==> config.mk <==
export PLATFORM = sky130hd
export DESIGN_NAME = shared_memory_dual_stack
export DESIGN_NICKNAME = d
export VERILOG_FILES = /design/src/rtl/smdst_pkg.sv /design/src/rtl/smdst_ctrl.sv /design/src/rtl/smdst_dpath.sv /design/src/rtl/shared_memory_dual_stack.sv
export SDC_FILE = /design/constraint.sdc
export NUM_CORES = 2
export LEC_CHECK = 0
export ABC_CLOCK_PERIOD_IN_PS = 6500
export BUFFER_PORTS_ARGS = -buffer_cell sky130_fd_sc_hd__buf_2
export CORE_MARGIN = 5
export CORE_UTILIZATION = 63
export DETAILED_ROUTE_END_ITERATION = 8
export PLACE_DENSITY = 0.78
export SLEW_MARGIN = 20
export SYNTH_ARGS = -nofsm -noshare
export SYNTH_HDL_FRONTEND = slang
export SYNTH_SLANG_ARGS = --single-unit
==> constraint.sdc <==
create_clock -name clk -period 6.5 [get_ports clk]
set_input_delay 0.975 -clock clk [delete_from_list [all_inputs] [get_ports clk]]
set_output_delay 0.975 -clock clk [all_outputs]
set_load 0.01 [all_outputs]
==> src/rtl/smdst_pkg.sv <==
// ---------------------------------------------------------------------------
// smdst_pkg
// shared types and constants of the dual stack over one word store
// ---------------------------------------------------------------------------
package smdst_pkg;

	// number of words in the shared store
	localparam int DEPTH  = 64;
	localparam int ADDR_W = $clog2(DEPTH);
	localparam int CNT_W  = $clog2(DEPTH + 1);
	localparam int WORD_W = 32;

	typedef enum logic [2:0] {
		ACT_PUSH_LO = 3'd0,
		ACT_PUSH_HI = 3'd1,
		ACT_POP_LO  = 3'd2,
		ACT_POP_HI  = 3'd3,
		ACT_DUMP_LO = 3'd4,
		ACT_DUMP_HI = 3'd5
	} action_t;

	typedef enum logic [1:0] {
		ST_OK        = 2'd0,
		ST_OVERFLOW  = 2'd1,
		ST_UNDERFLOW = 2'd2,
		ST_EMPTY     = 2'd3
	} status_t;

	typedef struct packed {
		logic [2:0]               action;
		logic signed [WORD_W-1:0] push_value;
	} cmd_item_t;

	typedef struct packed {
		logic signed [WORD_W-1:0] value;
		status_t                  status;
		logic                     last;
	} res_item_t;

	// controller to datapath
	typedef struct packed {
		logic start;
		logic emit;
	} dp_cmd_t;

	// datapath to controller
	typedef struct packed {
		logic legal;
		logic out_free;
		logic final_one;
	} dp_stat_t;

endpackage

==> src/rtl/smdst_ctrl.sv <==
// ---------------------------------------------------------------------------
// smdst_ctrl
// controller: takes one item, then steps its results out one by one
// ---------------------------------------------------------------------------
module smdst_ctrl (
	input  logic               clk,
	input  logic               arst_n,
	input  logic               cmd_valid,
	output logic               cmd_ready,
	input  smdst_pkg::dp_stat_t stat,
	output smdst_pkg::dp_cmd_t  cmd
);
	import smdst_pkg::*;

	typedef enum logic [1:0] {
		S_IDLE = 2'b01,
		S_EMIT = 2'b10
	} state_t;

	state_t state_q;
	state_t state_nxt;

	assign cmd_ready = (state_q == S_IDLE);

	always_comb begin
		state_nxt = state_q;
		cmd.start = 1'b0;
		cmd.emit  = 1'b0;
		unique case (state_q)
			S_IDLE: begin
				// unused action codes are taken and dropped
				if (cmd_valid && stat.legal) begin
					cmd.start = 1'b1;
					state_nxt = S_EMIT;
				end
			end
			S_EMIT: begin
				if (stat.out_free) begin
					cmd.emit = 1'b1;
					if (stat.final_one) begin
						state_nxt = S_IDLE;
					end
				end
			end
			default: begin
				state_nxt = S_IDLE;
			end
		endcase
	end

	always_ff @(posedge clk or negedge arst_n) begin
		if (!arst_n) begin
			state_q <= S_IDLE;
		end else begin
			state_q <= state_nxt;
		end
	end

endmodule

==> src/rtl/smdst_dpath.sv <==
// ---------------------------------------------------------------------------
// smdst_dpath
// datapath: word store, stack counts, read pointer and result register
// ---------------------------------------------------------------------------
module smdst_dpath (
	input  logic                 clk,
	input  logic                 arst_n,
	input  smdst_pkg::cmd_item_t cmd_data,
	input  smdst_pkg::dp_cmd_t   cmd,
	output smdst_pkg::dp_stat_t  stat,
	output logic                 res_valid,
	input  logic                 res_ready,
	output smdst_pkg::res_item_t res_data
);
	import smdst_pkg::*;

	logic [WORD_W-1:0] mem [DEPTH];
	logic [WORD_W-1:0] rdata_q;

	logic [CNT_W-1:0]  low_cnt_q, high_cnt_q;
	logic [CNT_W-1:0]  low_nxt, high_nxt;
	logic [CNT_W:0]    fill;
	logic              full;
	logic              legal;

	logic              use_mem_q, use_mem_nxt;
	status_t           st_q, st_nxt;
	logic [CNT_W-1:0]  rem_q, rem_nxt;
	logic [ADDR_W-1:0] ptr_q, ptr_step;
	logic              up_q, up_nxt;

	logic              wr_en;
	logic [ADDR_W-1:0] wr_addr;
	logic              start_rd;
	logic [ADDR_W-1:0] start_addr;
	logic              rd_en;
	logic [ADDR_W-1:0] rd_addr;

	logic              res_valid_q;
	res_item_t         res_q;

	assign fill = {1'b0, low_cnt_q} + {1'b0, high_cnt_q};
	assign full = (fill >= (CNT_W + 1)'(DEPTH));

	// decode of the accepted item
	always_comb begin
		low_nxt     = low_cnt_q;
		high_nxt    = high_cnt_q;
		st_nxt      = ST_OK;
		use_mem_nxt = 1'b0;
		rem_nxt     = CNT_W'(1);
		up_nxt      = 1'b0;
		wr_en       = 1'b0;
		wr_addr     = '0;
		start_rd    = 1'b0;
		start_addr  = '0;
		legal       = 1'b1;
		unique case (cmd_data.action)
			ACT_PUSH_LO: begin
				if (full) begin
					st_nxt = ST_OVERFLOW;
				end else begin
					wr_en   = 1'b1;
					wr_addr = low_cnt_q[ADDR_W-1:0];
					low_nxt = low_cnt_q + CNT_W'(1);
				end
			end
			ACT_PUSH_HI: begin
				if (full) begin
					st_nxt = ST_OVERFLOW;
				end else begin
					wr_en    = 1'b1;
					wr_addr  = ADDR_W'(DEPTH - 1) - high_cnt_q[ADDR_W-1:0];
					high_nxt = high_cnt_q + CNT_W'(1);
				end
			end
			ACT_POP_LO: begin
				if (low_cnt_q == '0) begin
					st_nxt = ST_UNDERFLOW;
				end else begin
					low_nxt     = low_cnt_q - CNT_W'(1);
					start_rd    = 1'b1;
					start_addr  = low_nxt[ADDR_W-1:0];
					use_mem_nxt = 1'b1;
				end
			end
			ACT_POP_HI: begin
				if (high_cnt_q == '0) begin
					st_nxt = ST_UNDERFLOW;
				end else begin
					high_nxt    = high_cnt_q - CNT_W'(1);
					start_rd    = 1'b1;
					start_addr  = ADDR_W'(CNT_W'(DEPTH) - high_cnt_q);
					use_mem_nxt = 1'b1;
				end
			end
			ACT_DUMP_LO: begin
				if (low_cnt_q == '0) begin
					st_nxt = ST_EMPTY;
				end else begin
					start_rd    = 1'b1;
					start_addr  = ADDR_W'(low_cnt_q - CNT_W'(1));
					use_mem_nxt = 1'b1;
					rem_nxt     = low_cnt_q;
				end
			end
			ACT_DUMP_HI: begin
				if (high_cnt_q == '0) begin
					st_nxt = ST_EMPTY;
				end else begin
					start_rd    = 1'b1;
					start_addr  = ADDR_W'(CNT_W'(DEPTH) - high_cnt_q);
					use_mem_nxt = 1'b1;
					rem_nxt     = high_cnt_q;
					up_nxt      = 1'b1;
				end
			end
			default: begin
				legal = 1'b0;
			end
		endcase
	end

	assign stat.legal     = legal;
	assign ptr_step       = up_q ? (ptr_q + ADDR_W'(1)) : (ptr_q - ADDR_W'(1));
	assign stat.final_one = (rem_q == CNT_W'(1));
	assign stat.out_free  = !res_valid_q || res_ready;

	assign rd_en   = (cmd.start && start_rd) || (cmd.emit && !stat.final_one);
	assign rd_addr = cmd.start ? start_addr : ptr_step;

	// word store, registered read
	always_ff @(posedge clk) begin
		if (cmd.start && wr_en) begin
			mem[wr_addr] <= cmd_data.push_value;
		end
		if (rd_en) begin
			rdata_q <= mem[rd_addr];
		end
	end

	always_ff @(posedge clk or negedge arst_n) begin
		if (!arst_n) begin
			low_cnt_q   <= '0;
			high_cnt_q  <= '0;
			rem_q       <= '0;
			res_valid_q <= 1'b0;
		end else begin
			if (cmd.start) begin
				low_cnt_q  <= low_nxt;
				high_cnt_q <= high_nxt;
				rem_q      <= rem_nxt;
			end else if (cmd.emit) begin
				rem_q <= rem_q - CNT_W'(1);
			end
			if (cmd.emit) begin
				res_valid_q <= 1'b1;
			end else if (res_ready) begin
				res_valid_q <= 1'b0;
			end
		end
	end

	always_ff @(posedge clk) begin
		if (cmd.start) begin
			use_mem_q <= use_mem_nxt;
			st_q      <= st_nxt;
			up_q      <= up_nxt;
			ptr_q     <= start_addr;
		end else if (cmd.emit && !stat.final_one) begin
			ptr_q <= ptr_step;
		end
		if (cmd.emit) begin
			res_q.value  <= use_mem_q ? rdata_q : '0;
			res_q.status <= st_q;
			res_q.last   <= stat.final_one;
		end
	end

	assign res_valid = res_valid_q;
	assign res_data  = res_q;

endmodule

==> src/rtl/shared_memory_dual_stack.sv <==
// ---------------------------------------------------------------------------
// shared_memory_dual_stack
// two stacks sharing one word store, low stack grows up, high stack down
// ---------------------------------------------------------------------------
// Each command transfer carries one action: push to the low or high stack,
// pop either stack, or dump either stack from top to bottom. A push gives a
// single result (ok, or overflow when the two stacks together fill the
// store), a pop gives the top word or underflow, a dump gives one result per
// word with last set on the bottom word, or a single empty result. Action
// codes six and seven are taken and produce nothing. A command is first
// accepted and updates the store, then the result register is loaded. A
// dump gives one word per cycle when results are taken at once, through the
// single registered read port of the store. The result register lets the
// next command be taken while the final result of the previous one still
// waits for res_ready. Store contents are not cleared at reset; only written
// words are ever read.
// ---------------------------------------------------------------------------
module shared_memory_dual_stack (
	input  logic                 clk,
	input  logic                 arst_n,
	input  logic                 cmd_valid,
	output logic                 cmd_ready,
	input  smdst_pkg::cmd_item_t cmd_data,
	output logic                 res_valid,
	input  logic                 res_ready,
	output smdst_pkg::res_item_t res_data
);
	import smdst_pkg::*;

	// command and status between controller and datapath
	dp_cmd_t  dp_cmd;
	dp_stat_t dp_stat;

	// controller: idle / emitting results
	smdst_ctrl u_ctrl (
		.clk       (clk),
		.arst_n    (arst_n),
		.cmd_valid (cmd_valid),
		.cmd_ready (cmd_ready),
		.stat      (dp_stat),
		.cmd       (dp_cmd)
	);

	// datapath: store, counts, dump pointer, result register
	smdst_dpath u_dpath (
		.clk       (clk),
		.arst_n    (arst_n),
		.cmd_data  (cmd_data),
		.cmd       (dp_cmd),
		.stat      (dp_stat),
		.res_valid (res_valid),
		.res_ready (res_ready),
		.res_data  (res_data)
	);

endmodule

Word-level counts from Yosys, hierarchy flattened
Memory sizes are Yosys's and may differ from the RTL's. A register that Yosys moved wholly into a read port is not among the register bits.
Cells that the tools add are included.
- reduce and logical (&&, ||, !) cells: 23
- bitwise logic cells: 0
- multipliers: 0
- shifts and indexed selects: 0
- $lt $le $gt $ge: 1
- $add $sub $neg: 10
- mux-type cells: 45
- div/mod/pow operators: 0
- equality and inequality tests: 15
- operators with widths (operator ; count):
    2-to-1 mux 7 bit ; 8
    2-to-1 mux 6 bit ; 8
    case mux 7 bit (2 select lines) ; 3
    case mux 6 bit (2 select lines) ; 2
    subtractor 7 x 1 -> 7 bit, second input constant ; 3
    adder 7 x 1 -> 7 bit, second input constant ; 2
    zero test 7 bit ; 2
    2-to-1 mux 1 bit ; 14
    2-to-1 mux 2 bit ; 7
    inequality test 2 bit, second input constant ; 5
    case mux 2 bit (5 select lines) ; 1
    nonzero test 2 bit ; 5
    adder 7 x 7 -> 8 bit ; 1
    greater-or-equal comparator 8 x 7 -> 1 bit, second input constant ; 1
    AND reduction 4 bit ; 2
    == test 7 x 1 -> 1 bit, second input constant ; 1
    adder 6 x 1 -> 6 bit, second input constant ; 1
    == test 3 x 2 -> 1 bit, second input constant ; 2
    == test 3 bit, second input constant ; 2
    OR reduction 2 bit ; 3
    OR reduction 6 bit ; 1
    subtractor 1 x 6 -> 6 bit, first input constant ; 1
    subtractor 6 x 1 -> 6 bit, second input constant ; 1
    subtractor 6 bit, first input constant ; 1
    11 further kinds ; 17
- ROM bits: 0
- bits in latches: 0
- bits in registers: 69
- logic and storage cells: 107
- memory bits (writable): 2048
- memories kept: 1
- bits of input ports: 39
- output and inout port bits: 37
- memory list (memory ; depth ; bits a word ; read ports ; clocked after memory_dff ; write ports ; RTL line ; source):
    u_dpath.mem ; 64 ; 32 ; 1 ; 1 ; 1 ; smdst_dpath.sv:17 ; logic [WORD_W-1:0] mem [DEPTH];

Depth between registers and ports, before layout
- word-level depth: 9
- mapped depth: 16
- depth with buffers taken out: 12

By module
Synthesis repeated with hierarchy kept, for this count alone.
- cell total of the unflattened synthesis: 5759
- area total of the unflattened synthesis: 86030.0 um^2
- by module, submodules not included (module ; cells an instance ; area an instance (um^2) ; instances ; seq. area each (um^2)):
    smdst_dpath ; 5750 ; 85931.2 ; 1 ; 64361.7
    smdst_ctrl ; 9 ; 98.8 ; 1 ; 51.3

Worst setup path before layout
OpenSTA, ideal clock, no wires.
- kind: reg-to-reg
- start: register u_dpath.high_cnt_q[0]
- end: memory u_dpath.mem[35][0] (enable)
- arrival: 4.205 ns
- library setup time: 0.421 ns
- required time: 6.079 ns
- path buffers: 0
- slack: 1.874 ns
- clock period less this slack: 4.626 ns
- stages on the path, launching flop included: 12
- path through: dfrtp_1 > ha_1 > fa_1 > and3b_1 > o21a_1 > o21a_1 > o21a_1 > a2111oi_2 > and2_1 > nand4_1 > or2_2 > nor2_1
- cells in the longest elaborated chain, start to end: 7
- elaborated cells between the ends (all ways): 11
- those cells by class: add/sub: 2; order compare: 1; mux: 7; reduce/logical: 1
- RTL lines (what ; RTL line ; source):
    start, declared ; smdst_dpath.sv:20 ; logic [CNT_W-1:0] low_cnt_q, high_cnt_q;
    start signal, assigned ; smdst_dpath.sv:151 ; high_cnt_q <= high_nxt;
    adder 7 x 7 -> 8 bit ; smdst_dpath.sv:42 ; assign fill = {1'b0, low_cnt_q} + {1'b0, high_cnt_q};
    greater-or-equal comparator 8 x 7 -> 1 bit ; smdst_dpath.sv:43 ; assign full = (fill >= (CNT_W + 1)'(DEPTH));
    2-to-1 mux 1 bit ; smdst_dpath.sv:60, smdst_dpath.sv:69 ;
    2-to-1 mux 1 bit ; -- ;
    logical AND 1 bit ; smdst_dpath.sv:134 ; if (cmd.start && wr_en) begin
    2-to-1 mux 1 bit ; smdst_dpath.sv:134 ;
    2-to-1 mux 1 bit (not written as such) ; smdst_dpath.sv:135 ; mem[wr_addr] <= cmd_data.push_value;
    end, declared ; smdst_dpath.sv:17 ;
Several ways; a longest one is shown, not always the timed one.

Final worst setup path
- start: register u_dpath.low_cnt_q[1]
- end: register u_dpath.rdata_q[1], read port of u_dpath.mem, data pin
- cells in the longest elaborated chain, start to end: 5
- elaborated cells between the ends (all ways): 9
- those cells by class: add/sub: 1; mux: 5; reduce/logical: 3
- RTL lines (what ; RTL line ; source):
    start, declared ; smdst_dpath.sv:20 ;
    start signal, assigned ; smdst_dpath.sv:150 ; low_cnt_q <= low_nxt;
    parallel branches: the longest is 5 deep, another holds subtractor 7 x 1 -> 7 bit ; -- ;
    end, declared ; smdst_dpath.sv:18 ; logic [WORD_W-1:0] rdata_q;
Parallel ways; which one is timed is not known.
A chain may end at the register's enable or synchronous reset.

==> metrics.md <==
| Metric | Value |
|---|---|
| Status | complete, no violations |
| Row Count | 135 |
| Core footprint | 0.135 mm^2 |
| Clk_lat worst skew | 840 ps |
| Primary FF master, synth | edfxtp_1 |
| RSZ-0062 raised after global routing | false |
| DIE AREA | 0.143 mm^2 |
| Period Utilization, post-route | 78.8% |
| Global-route wire length before repair | 360000 um |
| Vias | 53100 |
| Final clock skew | 33.7 ps |
| Seq/Total Area, Yosys | 75.4% |
| Routability Congestion | 0.918 |
| Final ANT Viol Nets | 0 |
| Post-Syn Area per Cell | 16.3 um^2 |
| Async set-reset flop share out of synthesis | 1.12% |
| Max Fclk | 195 MHz |
| Commonest cells after routing, fill and taps aside | 2125 x edfxtp_1, 777 x nand2_1, 282 x a21oi_1, 215 x mux2i_1, 202 x clkbuf_16 |
| Distinct cells, synth | 91 |
| Post-CTS Setup Inserts | 0 |
| Worst endpoint data arrival time | 5660 ps |
| Relative slew slack | 18.2% |
| Area Growth Syn to Fin | 11.5% |
| Startpoint Class | flop |
| Initial antenna violation count | 19 |
| CP most frequent cell | o31ai_1 |
| Post-Synth XOR/XNOR Area | 0.267% |
| Complex-gate fraction of the synthesized area | 8.08% |
| DRC viols | 0 |
| CTS tree | built |
| Clock root buffer | clkbuf_16 |
| Layout Nets | 5438 |
| Num ports | 76 |
| Post-Syn Area | 0.0854 mm^2 |
| CTS sink count | 2149 |
| PwrDens | 514 mW/mm^2 |
| Die Span X | 378 um |
| Critical-path cell list | inv_1 > ha_1 > nor3b_4 > a211o_1 > a21oi_2 > nor2_8 > inv_8 > buf_12 > mux4_2 > and2_1 > o31ai_1 > o32a_1 > o31ai_1 |
| Mux share of post-synthesis cell area | 6.91% |
| Largest family of logic cells by synthesized area | compound AO/OA/AOI/OAI gates |
| Placed insts | 6951 |
| Worst Path Required | 7040 ps |
| WL final | 254000 um |
| # resized after CTS | 0 |
| Cell count after synthesis | 5239 |
| CP bufs+invs | 3 |
| Final std cells w/o fill | 7332 |
| Family with the most delay on the worst path | compound AO/OA/AOI/OAI gates |
| Post-Route Utilization | 70.5% |
| TritonCTS Buffers | 202 |
| Kind of critical path | reg2reg |
| Largest net degree at the start of global routing | 130 |
| EDFF count, synth | 2125 |
| Via density | 7.24 |
| YS warnings | 0 |
| Starting Density | 63.2% |
| Final Slew Violations | 0 |
| Clk slew on worst S/H paths | 60 ps |
| Average wire per standard cell | 34.7 um |
| Setup violators final | 0 |
| Commonest non-fill, non-tap cell in the layout | edfxtp_1 |
| Total iterations of the first detailed-routing run | 6 |
| Initial DRC count | 9413 |
| Hold_buf cts | 0 |
| Final setup margin | 1380 ps |
| Synthesized Nets | 5302 |
| Setup WS pre-CTS | 1080 ps |
| Yosys reg bits | 2149 |
| Crit path time final | 5120 ps |
| Global Route Usage Sum | 35.5% |
| Worst stage delay on the critical path | 610 ps |
| Layout cells sized above 1 | 15.3% |
| CP max-delay cell | dfrtp_1 |
| Synthesized-area fraction occupied by and/or/nand/nor cells | 6.66% |
| CP max FO | 69 |
| Peak VDD IR | 504 uV |
| Leakage | 31.5 nW |
| Chip Height | 378 um |
| Element type at the critical path end | flop |
| H-tree level count | 4 |
| Synth Area in Adders | 0.378% |
| Worst-Margin Slew | 1230 ps |
| Grt total ovfl | 0 |
| Vias in the first global route | 51500 |
| Setup Total Neg Slack | 0 ps |
| Maximum root-to-sink buffer count | 3 |
| Final hold vios | 0 |
| Post-DP HPWL | 139000 um |
| Input/output buffers | 75 |
| Worst Hold Class | in2async |
| Max cap viols | 0 |
synth_stat cells, types with 27 or more instances:
cell type | instances | area (um^2)
buf_4 | 40 | 300
o221ai_1 | 70 | 613
and2_1 | 41 | 257
a2111oi_0 | 40 | 350
mux2_2 | 27 | 304
mux2i_1 | 215 | 2150
nand3_1 | 57 | 285
buf_6 | 29 | 327
clkbuf_1 | 152 | 571
o22ai_1 | 53 | 332
mux4_2 | 153 | 3450
nand2_1 | 778 | 2920
a311oi_1 | 53 | 464
a211oi_1 | 130 | 976
nor2_1 | 121 | 454
buf_2 | 94 | 470
edfxtp_1 | 2125 | 63800
and3_1 | 153 | 957
o21ai_0 | 81 | 405
a21oi_1 | 283 | 1420
a31oi_1 | 74 | 463
nor3_1 | 46 | 230
path summary, 6_finish.rpt:
| path | startpoint | to | slack, ps | cells past startpoint |
|---|---|---|---|---|
| max in group asynchronous | arst_n | u_dpath.high_cnt_q[5] | 5940 | 1 |
| setup reg to reg | u_dpath.low_cnt_q[1] | u_dpath.rdata_q[1] | 1380 | 13 |
| min in group clk | u_dpath.st_q[0] | u_dpath.res_data[1] | 420 | 0 |
| hold reg to reg | u_dpath.st_q[0] | u_dpath.res_data[1] | 420 | 0 |
| setup / recovery | u_dpath.low_cnt_q[1] | u_dpath.rdata_q[1] | 1380 | 13 |
| hold / removal | arst_n | u_dpath.rem_q[6] | 150 | 1 |
logic make-up after synthesis:
| group | count (synthesis) |
|---|---|
| compound gates | 1001 |
| xor+xnor | 26 |
| fa+ha+maj | 24 |
| buf+inv | 367 |
| flops | 2149 |
| mux | 395 |
| simple gates | 1277 |
sequential cells by signal, indices dropped and copies added (netlist names):
signal / count
u_dpath.res_data: 35
u_ctrl.state_q: 2
u_dpath.up_q: 1
u_dpath.ptr_q: 6
u_dpath.use_mem_q: 1
u_dpath.high_cnt_q: 7
u_dpath.mem: 2048
u_dpath.rem_q: 7
u_dpath.res_valid: 1
u_dpath.rdata_q: 32
u_dpath.st_q: 2
u_dpath.low_cnt_q: 7
layer usage:
metal / up-vias / part of all wire (%) / global-route usage [%]
met1: 26100 / 33 / 47.7
met4: 6 / 6.3 / 18.3
met5: - / 0.018 / 0
met2: 4956 / 44 / 52.5
met3: 1002 / 16 / 11.7
li1: 21000 / - / -
report_power, final:
part | leakage, nW | internal [mW] | switching [mW]
Sequential | 19.4 | 15.7 | 0.250
Clock | 3.12 | 6.46 | 5.04
Combinational | 8.97 | 6.43 | 15.1
Total | 31.5 | 28.6 | 20.4
through the flow:
stage / hold slack, ps / instance area, um^2 / power (mW)
after floorplan: 400 / 85400 / 27.8
after global placement: 404 / 88700 / 36.1
after detailed placement: 406 / 88800 / 36.5
after CTS: 128 / 95100 / 48.0
after global routing: 196 / 95200 / 49.9
final: 155 / 95200 / 48.9
final cells by class:
class | instances | area, um^2
Sequential cell | 2149 | 64400
Fill cell | 8082 | 39900
Multi-Input combinational cell | 2723 | 19600
Clock buffer | 239 | 5210
Timing Repair Buffer | 275 | 2450
Tap cell | 1781 | 2230
Clock inverter | 130 | 1150
Inverter | 24 | 110
Antenna cell | 11 | 27.5
Power figures use the tool's default switching activity.
